### config.mk
export PLATFORM = sky130hd
export DESIGN_NAME = pareto_front_insert_top
export DESIGN_NICKNAME = d
export VERILOG_FILES = /design/src/rtl/core/pfi_pkg.sv /design/src/rtl/core/pareto_front_insert_top.sv
export VERILOG_INCLUDE_DIRS = /design/src /design/src/rtl/core
export SDC_FILE = /design/constraint.sdc
export NUM_CORES = 2
export LEC_CHECK = 0
export ABC_CLOCK_PERIOD_IN_PS = 6600
export BUFFER_PORTS_ARGS = -buffer_cell sky130_fd_sc_hd__clkbuf_2
export CAP_MARGIN = 20
export CORE_MARGIN = 2
export CORE_UTILIZATION = 50
export CTS_CLUSTER_DIAMETER = 100
export DETAILED_ROUTE_END_ITERATION = 8
export PLACE_DENSITY_LB_ADDON = 0.15
export SYNTH_ARGS = -nofsm -noshare
export SYNTH_HDL_FRONTEND = slang
export SYNTH_SLANG_ARGS = --single-unit
### constraint.sdc
create_clock -name clock -period 6.6 [get_ports clock]
set_input_delay 1.98 -clock clock [delete_from_list [all_inputs] [get_ports clock]]
set_output_delay 1.98 -clock clock [all_outputs]
set_load 0.05 [all_outputs]
### src/rtl/core/assert_macros.svh
// Assertion helpers shared by the RTL. Each macro expands to nothing in synthesis.
`ifndef ASSERT_MACROS_SVH
`define ASSERT_MACROS_SVH
`ifndef SYNTHESIS
// Same-cycle implication.
`define ASSERT_IMPL(lbl, clk, rst, ante, cons, msg) \
   lbl: assert property (@(posedge clk) disable iff (rst) (ante) |-> (cons)) else $error(msg);
// Next-cycle implication.
`define ASSERT_NEXT(lbl, clk, rst, ante, cons, msg) \
   lbl: assert property (@(posedge clk) disable iff (rst) (ante) |=> (cons)) else $error(msg);
`else
`define ASSERT_IMPL(lbl, clk, rst, ante, cons, msg)
`define ASSERT_NEXT(lbl, clk, rst, ante, cons, msg)
`endif
`endif

### src/rtl/core/pfi_pkg.sv
package pfi_pkg;

   localparam int unsigned DEFAULT_FRONT_DEPTH    = 64;
   localparam int unsigned DEFAULT_OBJECTIVE_BITS = 16;

   localparam int unsigned FUNC_BITS  = 2;
   localparam int unsigned TAG_BITS   = 17;
   localparam int unsigned INDEX_BITS = 6;
   localparam int unsigned COUNT_BITS = 7;

   localparam logic [FUNC_BITS-1:0] FUNC_INSERT = FUNC_BITS'(0);
   localparam logic [FUNC_BITS-1:0] FUNC_READ   = FUNC_BITS'(1);
   localparam logic [FUNC_BITS-1:0] FUNC_CLEAR  = FUNC_BITS'(2);
   localparam logic [FUNC_BITS-1:0] FUNC_NOP    = FUNC_BITS'(3);

endpackage

### src/rtl/core/pareto_front_insert_top.sv
// Two-objective Pareto front (minimize load and bandwidth), kept sorted in one
// synchronous RAM by rising load and falling bandwidth.
// Input channel req_*: one item per operation (insert point, read entry, clear).
// Result channel rsp_*: exactly one item per input item, in order.
// Insert: the front is streamed through the RAM read port once; the write port
// lays down the new point and compacts or shifts the tail behind the read
// pointer, so a write never hits an entry that is still to be read.
// Timing: an insert streams front_size reads through the RAM, processes the last
// read data, closes the scan and then loads the rsp register; a reject or overflow
// can end the scan early. Read, clear and no-op go straight to loading the rsp
// register. The RAM scan loop sets the insert rate: the sequencer takes no new
// item until it is back in idle, after its result is loaded into the rsp register.
// req_ready is high only while the sequencer is idle. A finished result sits in
// the rsp register; the next item is accepted and processed while it waits,
// and the sequencer holds its own result until the rsp register frees up.
// Reset (synchronous, active high) empties the front and drops any pending
// result; the RAM needs no clearing since only entries below the size are read.
`include "assert_macros.svh"

module pareto_front_insert_top
   import pfi_pkg::*;
#(
   parameter int unsigned FRONT_DEPTH    = DEFAULT_FRONT_DEPTH,
   parameter int unsigned OBJECTIVE_BITS = DEFAULT_OBJECTIVE_BITS
) (
   input  logic                      clock,
   input  logic                      reset,

   input  logic                      req_valid,
   output logic                      req_ready,
   input  logic [FUNC_BITS-1:0]      req_func,
   input  logic [OBJECTIVE_BITS-1:0] req_point_load,
   input  logic [OBJECTIVE_BITS-1:0] req_point_bandwidth,
   input  logic [TAG_BITS-1:0]       req_point_tag,
   input  logic [INDEX_BITS-1:0]     req_read_index,

   output logic                      rsp_valid,
   input  logic                      rsp_ready,
   output logic                      rsp_accepted,
   output logic [COUNT_BITS-1:0]     rsp_removed_count,
   output logic                      rsp_overflow,
   output logic [COUNT_BITS-1:0]     rsp_front_size,
   output logic                      rsp_entry_valid,
   output logic [OBJECTIVE_BITS-1:0] rsp_entry_load,
   output logic [OBJECTIVE_BITS-1:0] rsp_entry_bandwidth,
   output logic [TAG_BITS-1:0]       rsp_entry_tag
);

   localparam int unsigned ADDR_W = (FRONT_DEPTH > 1) ? $clog2(FRONT_DEPTH) : 1;
   localparam int unsigned CNT_W  = $clog2(FRONT_DEPTH + 1);
   localparam int unsigned CMP_W  = (CNT_W > INDEX_BITS) ? CNT_W : INDEX_BITS;

   typedef enum logic [2:0] {
      ST_IDLE = 3'b001,
      ST_SCAN = 3'b010,
      ST_DONE = 3'b100
   } state_type;

   typedef struct packed {
      logic [TAG_BITS-1:0]       tag;
      logic [OBJECTIVE_BITS-1:0] bw;
      logic [OBJECTIVE_BITS-1:0] load;
   } entry_type;

   // Front storage: one entry per word, read-first, one read and one write port.
   entry_type front_mem_ff [FRONT_DEPTH];
   entry_type mem_rdata_ff;

   logic              mem_re;
   logic [ADDR_W-1:0] mem_raddr;
   logic              mem_we;
   logic [ADDR_W-1:0] mem_waddr;
   entry_type         mem_wdata;

   // Control state.
   state_type  state_ff, state_in;
   logic [CNT_W-1:0] count_ff, count_in;
   logic       dv_ff, dv_in;            // read data of the previous cycle is live
   logic       rsp_valid_ff, rsp_valid_in;

   // Operation working registers.
   logic [OBJECTIVE_BITS-1:0] pl_ff, pl_in;
   logic [OBJECTIVE_BITS-1:0] pb_ff, pb_in;
   logic [TAG_BITS-1:0]       pt_ff, pt_in;
   logic [CNT_W-1:0]          r_ff, r_in;        // next entry to read
   logic [CNT_W-1:0]          w_ff, w_in;        // next entry to write
   logic                      found_ff, found_in;  // sorted place reached
   logic                      in_run_ff, in_run_in; // still inside the dominated run
   logic                      prev_valid_ff, prev_valid_in;
   logic [OBJECTIVE_BITS-1:0] prev_bw_ff, prev_bw_in;
   entry_type                 carry_ff, carry_in;  // entry waiting for its write slot
   logic [CNT_W-1:0]          removed_ff, removed_in;

   // Finished result, waiting for the rsp register.
   logic             res_accepted_ff, res_accepted_in;
   logic [CNT_W-1:0] res_removed_ff, res_removed_in;
   logic             res_overflow_ff, res_overflow_in;
   logic             res_valid_ff, res_valid_in;

   // Output register.
   logic                      rsp_accepted_ff, rsp_accepted_in;
   logic [COUNT_BITS-1:0]     rsp_removed_ff, rsp_removed_in;
   logic                      rsp_overflow_ff, rsp_overflow_in;
   logic [COUNT_BITS-1:0]     rsp_size_ff, rsp_size_in;
   logic                      rsp_evalid_ff, rsp_evalid_in;
   entry_type                 rsp_entry_ff, rsp_entry_in;

   entry_type        point;
   logic [CNT_W-1:0] k;       // index of the entry in mem_rdata_ff during a scan
   logic             full;
   logic             load_rsp;
   logic             prev_blocks;

   assign point.load  = pl_ff;
   assign point.bw    = pb_ff;
   assign point.tag   = pt_ff;
   assign k           = r_ff - 1'b1;
   assign full        = (count_ff == CNT_W'(FRONT_DEPTH));
   assign prev_blocks = prev_valid_ff && (prev_bw_ff <= pb_ff);
   assign load_rsp    = (state_ff == ST_DONE) && (!rsp_valid_ff || rsp_ready);

   always_comb begin
      state_in        = state_ff;
      count_in        = count_ff;
      dv_in           = 1'b0;
      pl_in           = pl_ff;
      pb_in           = pb_ff;
      pt_in           = pt_ff;
      r_in            = r_ff;
      w_in            = w_ff;
      found_in        = found_ff;
      in_run_in       = in_run_ff;
      prev_valid_in   = prev_valid_ff;
      prev_bw_in      = prev_bw_ff;
      carry_in        = carry_ff;
      removed_in      = removed_ff;
      res_accepted_in = res_accepted_ff;
      res_removed_in  = res_removed_ff;
      res_overflow_in = res_overflow_ff;
      res_valid_in    = res_valid_ff;
      req_ready       = 1'b0;
      mem_re          = 1'b0;
      mem_raddr       = r_ff[ADDR_W-1:0];
      mem_we          = 1'b0;
      mem_waddr       = w_ff[ADDR_W-1:0];
      mem_wdata       = carry_ff;

      unique case (state_ff)
         ST_IDLE: begin
            req_ready = 1'b1;
            if (req_valid) begin
               pl_in           = req_point_load;
               pb_in           = req_point_bandwidth;
               pt_in           = req_point_tag;
               res_accepted_in = 1'b0;
               res_removed_in  = '0;
               res_overflow_in = 1'b0;
               res_valid_in    = 1'b0;
               state_in        = ST_DONE;
               unique case (req_func)
                  FUNC_INSERT: begin
                     r_in          = '0;
                     found_in      = 1'b0;
                     in_run_in     = 1'b0;
                     prev_valid_in = 1'b0;
                     removed_in    = '0;
                     state_in      = ST_SCAN;
                  end
                  FUNC_READ: begin
                     mem_re       = 1'b1;
                     mem_raddr    = ADDR_W'(req_read_index);
                     res_valid_in = CMP_W'(req_read_index) < CMP_W'(count_ff);
                  end
                  FUNC_CLEAR: begin
                     count_in = '0;
                  end
                  default: begin
                  end
               endcase
            end
         end

         ST_SCAN: begin
            // Stream reads; process each entry in the cycle after its read.
            mem_re = (r_ff < count_ff);
            dv_in  = mem_re;
            if (mem_re) begin
               r_in = r_ff + 1'b1;
            end
            if (dv_ff) begin
               if (!found_ff) begin
                  if (mem_rdata_ff.load < pl_ff) begin
                     prev_valid_in = 1'b1;
                     prev_bw_in    = mem_rdata_ff.bw;
                  end else if (prev_blocks || ((mem_rdata_ff.load == pl_ff) &&
                                               (mem_rdata_ff.bw <= pb_ff))) begin
                     // Dominated or tied: drop the point, front unchanged.
                     state_in = ST_DONE;
                  end else if (mem_rdata_ff.bw >= pb_ff) begin
                     // First dominated entry: new point takes its slot.
                     found_in   = 1'b1;
                     in_run_in  = 1'b1;
                     removed_in = CNT_W'(1);
                     carry_in   = point;
                     w_in       = k;
                  end else if (full) begin
                     res_overflow_in = 1'b1;
                     state_in        = ST_DONE;
                  end else begin
                     // Nothing removed: write the point, shift the tail up by one.
                     found_in  = 1'b1;
                     in_run_in = 1'b0;
                     mem_we    = 1'b1;
                     mem_waddr = k[ADDR_W-1:0];
                     mem_wdata = point;
                     w_in      = k + 1'b1;
                     carry_in  = mem_rdata_ff;
                  end
               end else if (in_run_ff && (mem_rdata_ff.bw >= pb_ff)) begin
                  removed_in = removed_ff + 1'b1;
               end else begin
                  in_run_in = 1'b0;
                  mem_we    = 1'b1;
                  w_in      = w_ff + 1'b1;
                  carry_in  = mem_rdata_ff;
               end
            end else if (!mem_re) begin
               // Scan complete.
               state_in = ST_DONE;
               if (found_ff) begin
                  mem_we          = 1'b1;
                  count_in        = w_ff + 1'b1;
                  res_accepted_in = 1'b1;
                  res_removed_in  = removed_ff;
               end else if (prev_blocks) begin
                  res_accepted_in = 1'b0;
               end else if (full) begin
                  res_overflow_in = 1'b1;
               end else begin
                  // Point goes after every entry.
                  mem_we          = 1'b1;
                  mem_waddr       = count_ff[ADDR_W-1:0];
                  mem_wdata       = point;
                  count_in        = count_ff + 1'b1;
                  res_accepted_in = 1'b1;
               end
            end
         end

         ST_DONE: begin
            if (load_rsp) begin
               state_in = ST_IDLE;
            end
         end

         default: begin
            state_in = ST_IDLE;
         end
      endcase
   end

   // Output register: load from the sequencer, hold while stalled.
   always_comb begin
      rsp_valid_in    = (rsp_valid_ff && !rsp_ready) || load_rsp;
      rsp_accepted_in = rsp_accepted_ff;
      rsp_removed_in  = rsp_removed_ff;
      rsp_overflow_in = rsp_overflow_ff;
      rsp_size_in     = rsp_size_ff;
      rsp_evalid_in   = rsp_evalid_ff;
      rsp_entry_in    = rsp_entry_ff;
      if (load_rsp) begin
         rsp_accepted_in = res_accepted_ff;
         rsp_removed_in  = COUNT_BITS'(res_removed_ff);
         rsp_overflow_in = res_overflow_ff;
         rsp_size_in     = COUNT_BITS'(count_ff);
         rsp_evalid_in   = res_valid_ff;
         rsp_entry_in    = res_valid_ff ? mem_rdata_ff : '0;
      end
   end

   always_ff @(posedge clock) begin
      if (mem_we) begin
         front_mem_ff[mem_waddr] <= mem_wdata;
      end
      if (mem_re) begin
         mem_rdata_ff <= front_mem_ff[mem_raddr];
      end
   end

   always_ff @(posedge clock) begin
      if (reset) begin
         state_ff     <= ST_IDLE;
         count_ff     <= '0;
         dv_ff        <= 1'b0;
         rsp_valid_ff <= 1'b0;
      end else begin
         state_ff     <= state_in;
         count_ff     <= count_in;
         dv_ff        <= dv_in;
         rsp_valid_ff <= rsp_valid_in;
      end
   end

   always_ff @(posedge clock) begin
      pl_ff           <= pl_in;
      pb_ff           <= pb_in;
      pt_ff           <= pt_in;
      r_ff            <= r_in;
      w_ff            <= w_in;
      found_ff        <= found_in;
      in_run_ff       <= in_run_in;
      prev_valid_ff   <= prev_valid_in;
      prev_bw_ff      <= prev_bw_in;
      carry_ff        <= carry_in;
      removed_ff      <= removed_in;
      res_accepted_ff <= res_accepted_in;
      res_removed_ff  <= res_removed_in;
      res_overflow_ff <= res_overflow_in;
      res_valid_ff    <= res_valid_in;
      rsp_accepted_ff <= rsp_accepted_in;
      rsp_removed_ff  <= rsp_removed_in;
      rsp_overflow_ff <= rsp_overflow_in;
      rsp_size_ff     <= rsp_size_in;
      rsp_evalid_ff   <= rsp_evalid_in;
      rsp_entry_ff    <= rsp_entry_in;
   end

   assign rsp_valid           = rsp_valid_ff;
   assign rsp_accepted        = rsp_accepted_ff;
   assign rsp_removed_count   = rsp_removed_ff;
   assign rsp_overflow        = rsp_overflow_ff;
   assign rsp_front_size      = rsp_size_ff;
   assign rsp_entry_valid     = rsp_evalid_ff;
   assign rsp_entry_load      = rsp_entry_ff.load;
   assign rsp_entry_bandwidth = rsp_entry_ff.bw;
   assign rsp_entry_tag       = rsp_entry_ff.tag;

   `ASSERT_IMPL(a_size_bound, clock, reset, 1'b1, count_ff <= CNT_W'(FRONT_DEPTH),
                "front size beyond depth")
   `ASSERT_IMPL(a_write_behind_read, clock, reset, mem_we && mem_re,
                mem_waddr < mem_raddr, "write overtook read pointer")
   `ASSERT_IMPL(a_overflow_excl, clock, reset, rsp_valid_ff && rsp_overflow_ff,
                !rsp_accepted_ff && (rsp_removed_ff == '0), "overflow with accept or removal")
   `ASSERT_NEXT(a_clear_empties, clock, reset,
                req_valid && req_ready && (req_func == FUNC_CLEAR), count_ff == '0,
                "clear left entries")

endmodule
==> out/metrics.yaml <==
sta:
  finClkSkew_ns: 0.0881
  worst_pin_slew_ns: 1.14
  fin_crit_ns: 6.02
  clock.fmax_ghz: 0.166
  final_critical_path_setup_slack_ns: 0.581
  max-slew-margin-rel: 0.241
  fin_crit_sh: 0.912
  hold_viol_final: 0
  report.final.slew_viol_count: 0
  setup_viol: 0
  tns_ns: 0
  rsz0062_at_grt: "no"
logic_synthesis:
  syn_area_per_cell_um2: 14.2
  synth_most_common_cell: "edfxtp_1"
  synth_area_mm2: 0.136
  synthArstFlopShare: 0
  synthTopCellsByCount: "edfxtp_1, nand2_1, a21oi_1"
  synth_warnings: 0
  yosysUniqueCellTypes: 81
  synth_nets: 9673
  yosysTopAreaCellShare: 0.751
  synth_seq_cells: 3411
  yosysTopAreaCell: "edfxtp_1"
  synthCells: 9547
  synth_edf_count: 3399
  ys.flop_type: "edfxtp_1"
  ys_seq_area_frac: 0.753
  synth_area_leaders: "edfxtp_1, nand2_1, mux2i_1"
setup_path:
  crit_buf_inv: 2
  path_common_cell: "a211oi_1"
  cp_max_fo: 12
  timing.rr.end: "front_mem_ff[24][38]"
  ff2ff_setup_slack_ns: 0.58
  slowest_delay_ns: 1.00
  critPathArrivalTime_ns: 6.59
  crit_slowest_cell: "nor2_4"
  cp_top_family: "simple AND/OR/NAND/NOR gates"
  reg2reg_depth: 12
  cp_cell_sequence: "inv_1, ha_1, nand4_2, nor4_2, a21boi_2, o31ai_4, nor4_4, a211oi_1, a211oi_1, nand3_1, nor2_4, buf_12"
  r2r-start: "pb_ff[13]"
  startpoint_type: "register"
  required_ns: 7.17
  worstSetupEndpointType: "register"
  worstSetupPathType: "reg2reg"
finish:
  nNetsFinal: 10000
  post-route-util: 0.579
  area_growth_pct: 15.2
  n_fill_cell: 20900
  layout-drive-gt1-share: 0.132
power_and_ir_drop:
  vdd_drop_max_v: 0.000226
  p_total_mw: 46.7
  leakagePower_nw: 53.5
  powerDensity_mw_per_mm2: 298
worst_hold_path:
  hold_depth: 0
  min_path_type: "reg2reg"
  whs_endpoint: "rsp_removed_count[6]"
  min_from: "res_removed_ff[6]"
floorplan:
  rows: 191
  initial_core_util: 0.503
  die_y_um: 525
  die_w_um: 525
  ioPinCount: 129
  dieArea_mm2: 0.276
  core_mm2: 0.271
global_routing:
  grt_max_degree: 164
  grt-ovfl-total: 0
  antenna_found_initial: 26
  first_global_vias: 82700
  grt_usage: 0.335
  grt_pass1_wl_um: 649000
cts:
  post_cts_resized: 0
  clkTransAtPathRegs_ns: 0.05
  cts_buffers: 356
  cts.path.max_buffers: 4
  hold_buffers: 0
  cts_root_buf: "clkbuf_16"
  cts_htree_levels: 5
  cts_tree: "built"
  cts_setup_buffers: 0
  clk_latency_ns: 0.92
  cts_sinks: 3411
drt:
  drt_pass1_iterations: 7
  first_iter_violations: 14100
  routed_wl_um: 471000
  viasPerCell: 6.49
  vias: 89500
  wire_per_inst_um: 34.1
  drc: 0
  ant_nets: 0
placed_design:
  port_buffers: 128
  pre_cts_ws_ns: 0.194
  dp_hpwl_um: 249000
  gp_congestion: 0.898
run:
  maxCapViolCount: 0
run_status:
  status: "finished, final reports clean"
==> layer usage <==
layer  part of all wire  wire length (µm)  track usage
met5           0.000053                25            0
met4              0.043             20400        0.124
met3               0.14             65000       0.0813
met2               0.44            208000        0.504
met1               0.38            177000        0.474
==> how the worst max path moves through the flow <==
stage / start / end / slack, ns / cells after the start
2_1_floorplan: req_func[1] / mem_rdata_ff[0] / 0.41 / 2
3_3_place_gp: req_func[1] / mem_rdata_ff[13] / 0.23 / 12
6_report: pb_ff[13] / front_mem_ff[24][38] / 0.58 / 12
5_1_grt: mem_rdata_ff[3] / front_mem_ff[24][38] / 0.56 / 10
3_5_place_dp: req_func[1] / mem_rdata_ff[13] / 0.19 / 12
4_1_cts: pb_ff[13] / front_mem_ff[24][38] / 0.84 / 12
==> per-stage QoR <==
| step | hold slack, ns | area (µm²) | std cells |
|---|---|---|---|
| after floorplan | 0.400 | 136000 | 9547 |
| after global placement | 0.403 | 145000 | 13100 |
| after detailed placement | 0.406 | 145000 | 13100 |
| after CTS | 0.419 | 156000 | 13700 |
| after global routing | 0.424 | 157000 | 13800 |
| final | 0.417 | 157000 | 13800 |
==> flip-flops by register name, indices dropped and copies added, names as in the netlist, 3 cells and up <==
register	cells
carry_ff	49
count_ff	7
front_mem_ff	3136
mem_rdata_ff	49
pb_ff	16
pl_ff	16
prev_bw_ff	16
pt_ff	17
r_ff	7
removed_ff	7
res_removed_ff	7
rsp_entry_bandwidth	16
rsp_entry_load	16
rsp_entry_tag	17
rsp_front_size	7
rsp_removed_count	7
state_ff	3
w_ff	7
==> cell usage in the layout (no fill, tap or decap), types with 63 or more instances in the layout <==
cell type	instances
nor3_1	247
clkinv_2	64
nand3_1	592
edfxtp_1	3399
o221ai_1	133
mux2i_1	405
buf_12	215
clkbuf_2	128
and3_1	110
a31oi_1	68
o22ai_1	63
o21ai_0	164
nand2_1	2230
a21oi_1	663
clkinv_1	88
nor2_1	70
buf_4	243
clkbuf_16	365
clkbuf_1	72
ha_1	65
nor2_4	67
mux2_2	92
mux4_2	66
==> logic make-up after synthesis <==
logic type	Yosys count	share of synthesized area
compound gates	1333	0.0600
xor+xnor	30	0.00193
fa+ha+maj	65	0.00598
buf+inv	639	0.0204
flops	3411	0.753
mux	571	0.0490
simple gates	3498	0.110
==> worst register-to-register path: cells and delay by family, from the launching register on <==
kind            cells  cell delay (ns)
buf+inv             2             0.46
fa+ha+maj           1             0.34
simple gates        5             2.86
compound gates      4             1.33
flops               1             0.67
==> where the power goes <==
part | switching [mW] | leakage [nW] | internal [mW]
clock | 8.39 | 5.50 | 11.3
combinational | 2.27 | 17.3 | 1.10
sequential | 0.128 | 30.7 | 23.6
==> cell type report <==
cell class	instances	area (µm²)	area share
multi-input combinational	5497	31600	0.201
clock buffer	439	9430	0.0602
sequential	3411	102000	0.653
clock inverter	212	1820	0.0116
tap	3570	4470	0.0285
antenna	13	32.5	0.000208
inverter	57	214	0.00137
timing repair buffer	589	6830	0.0436
(Power assumes the default switching activity.)
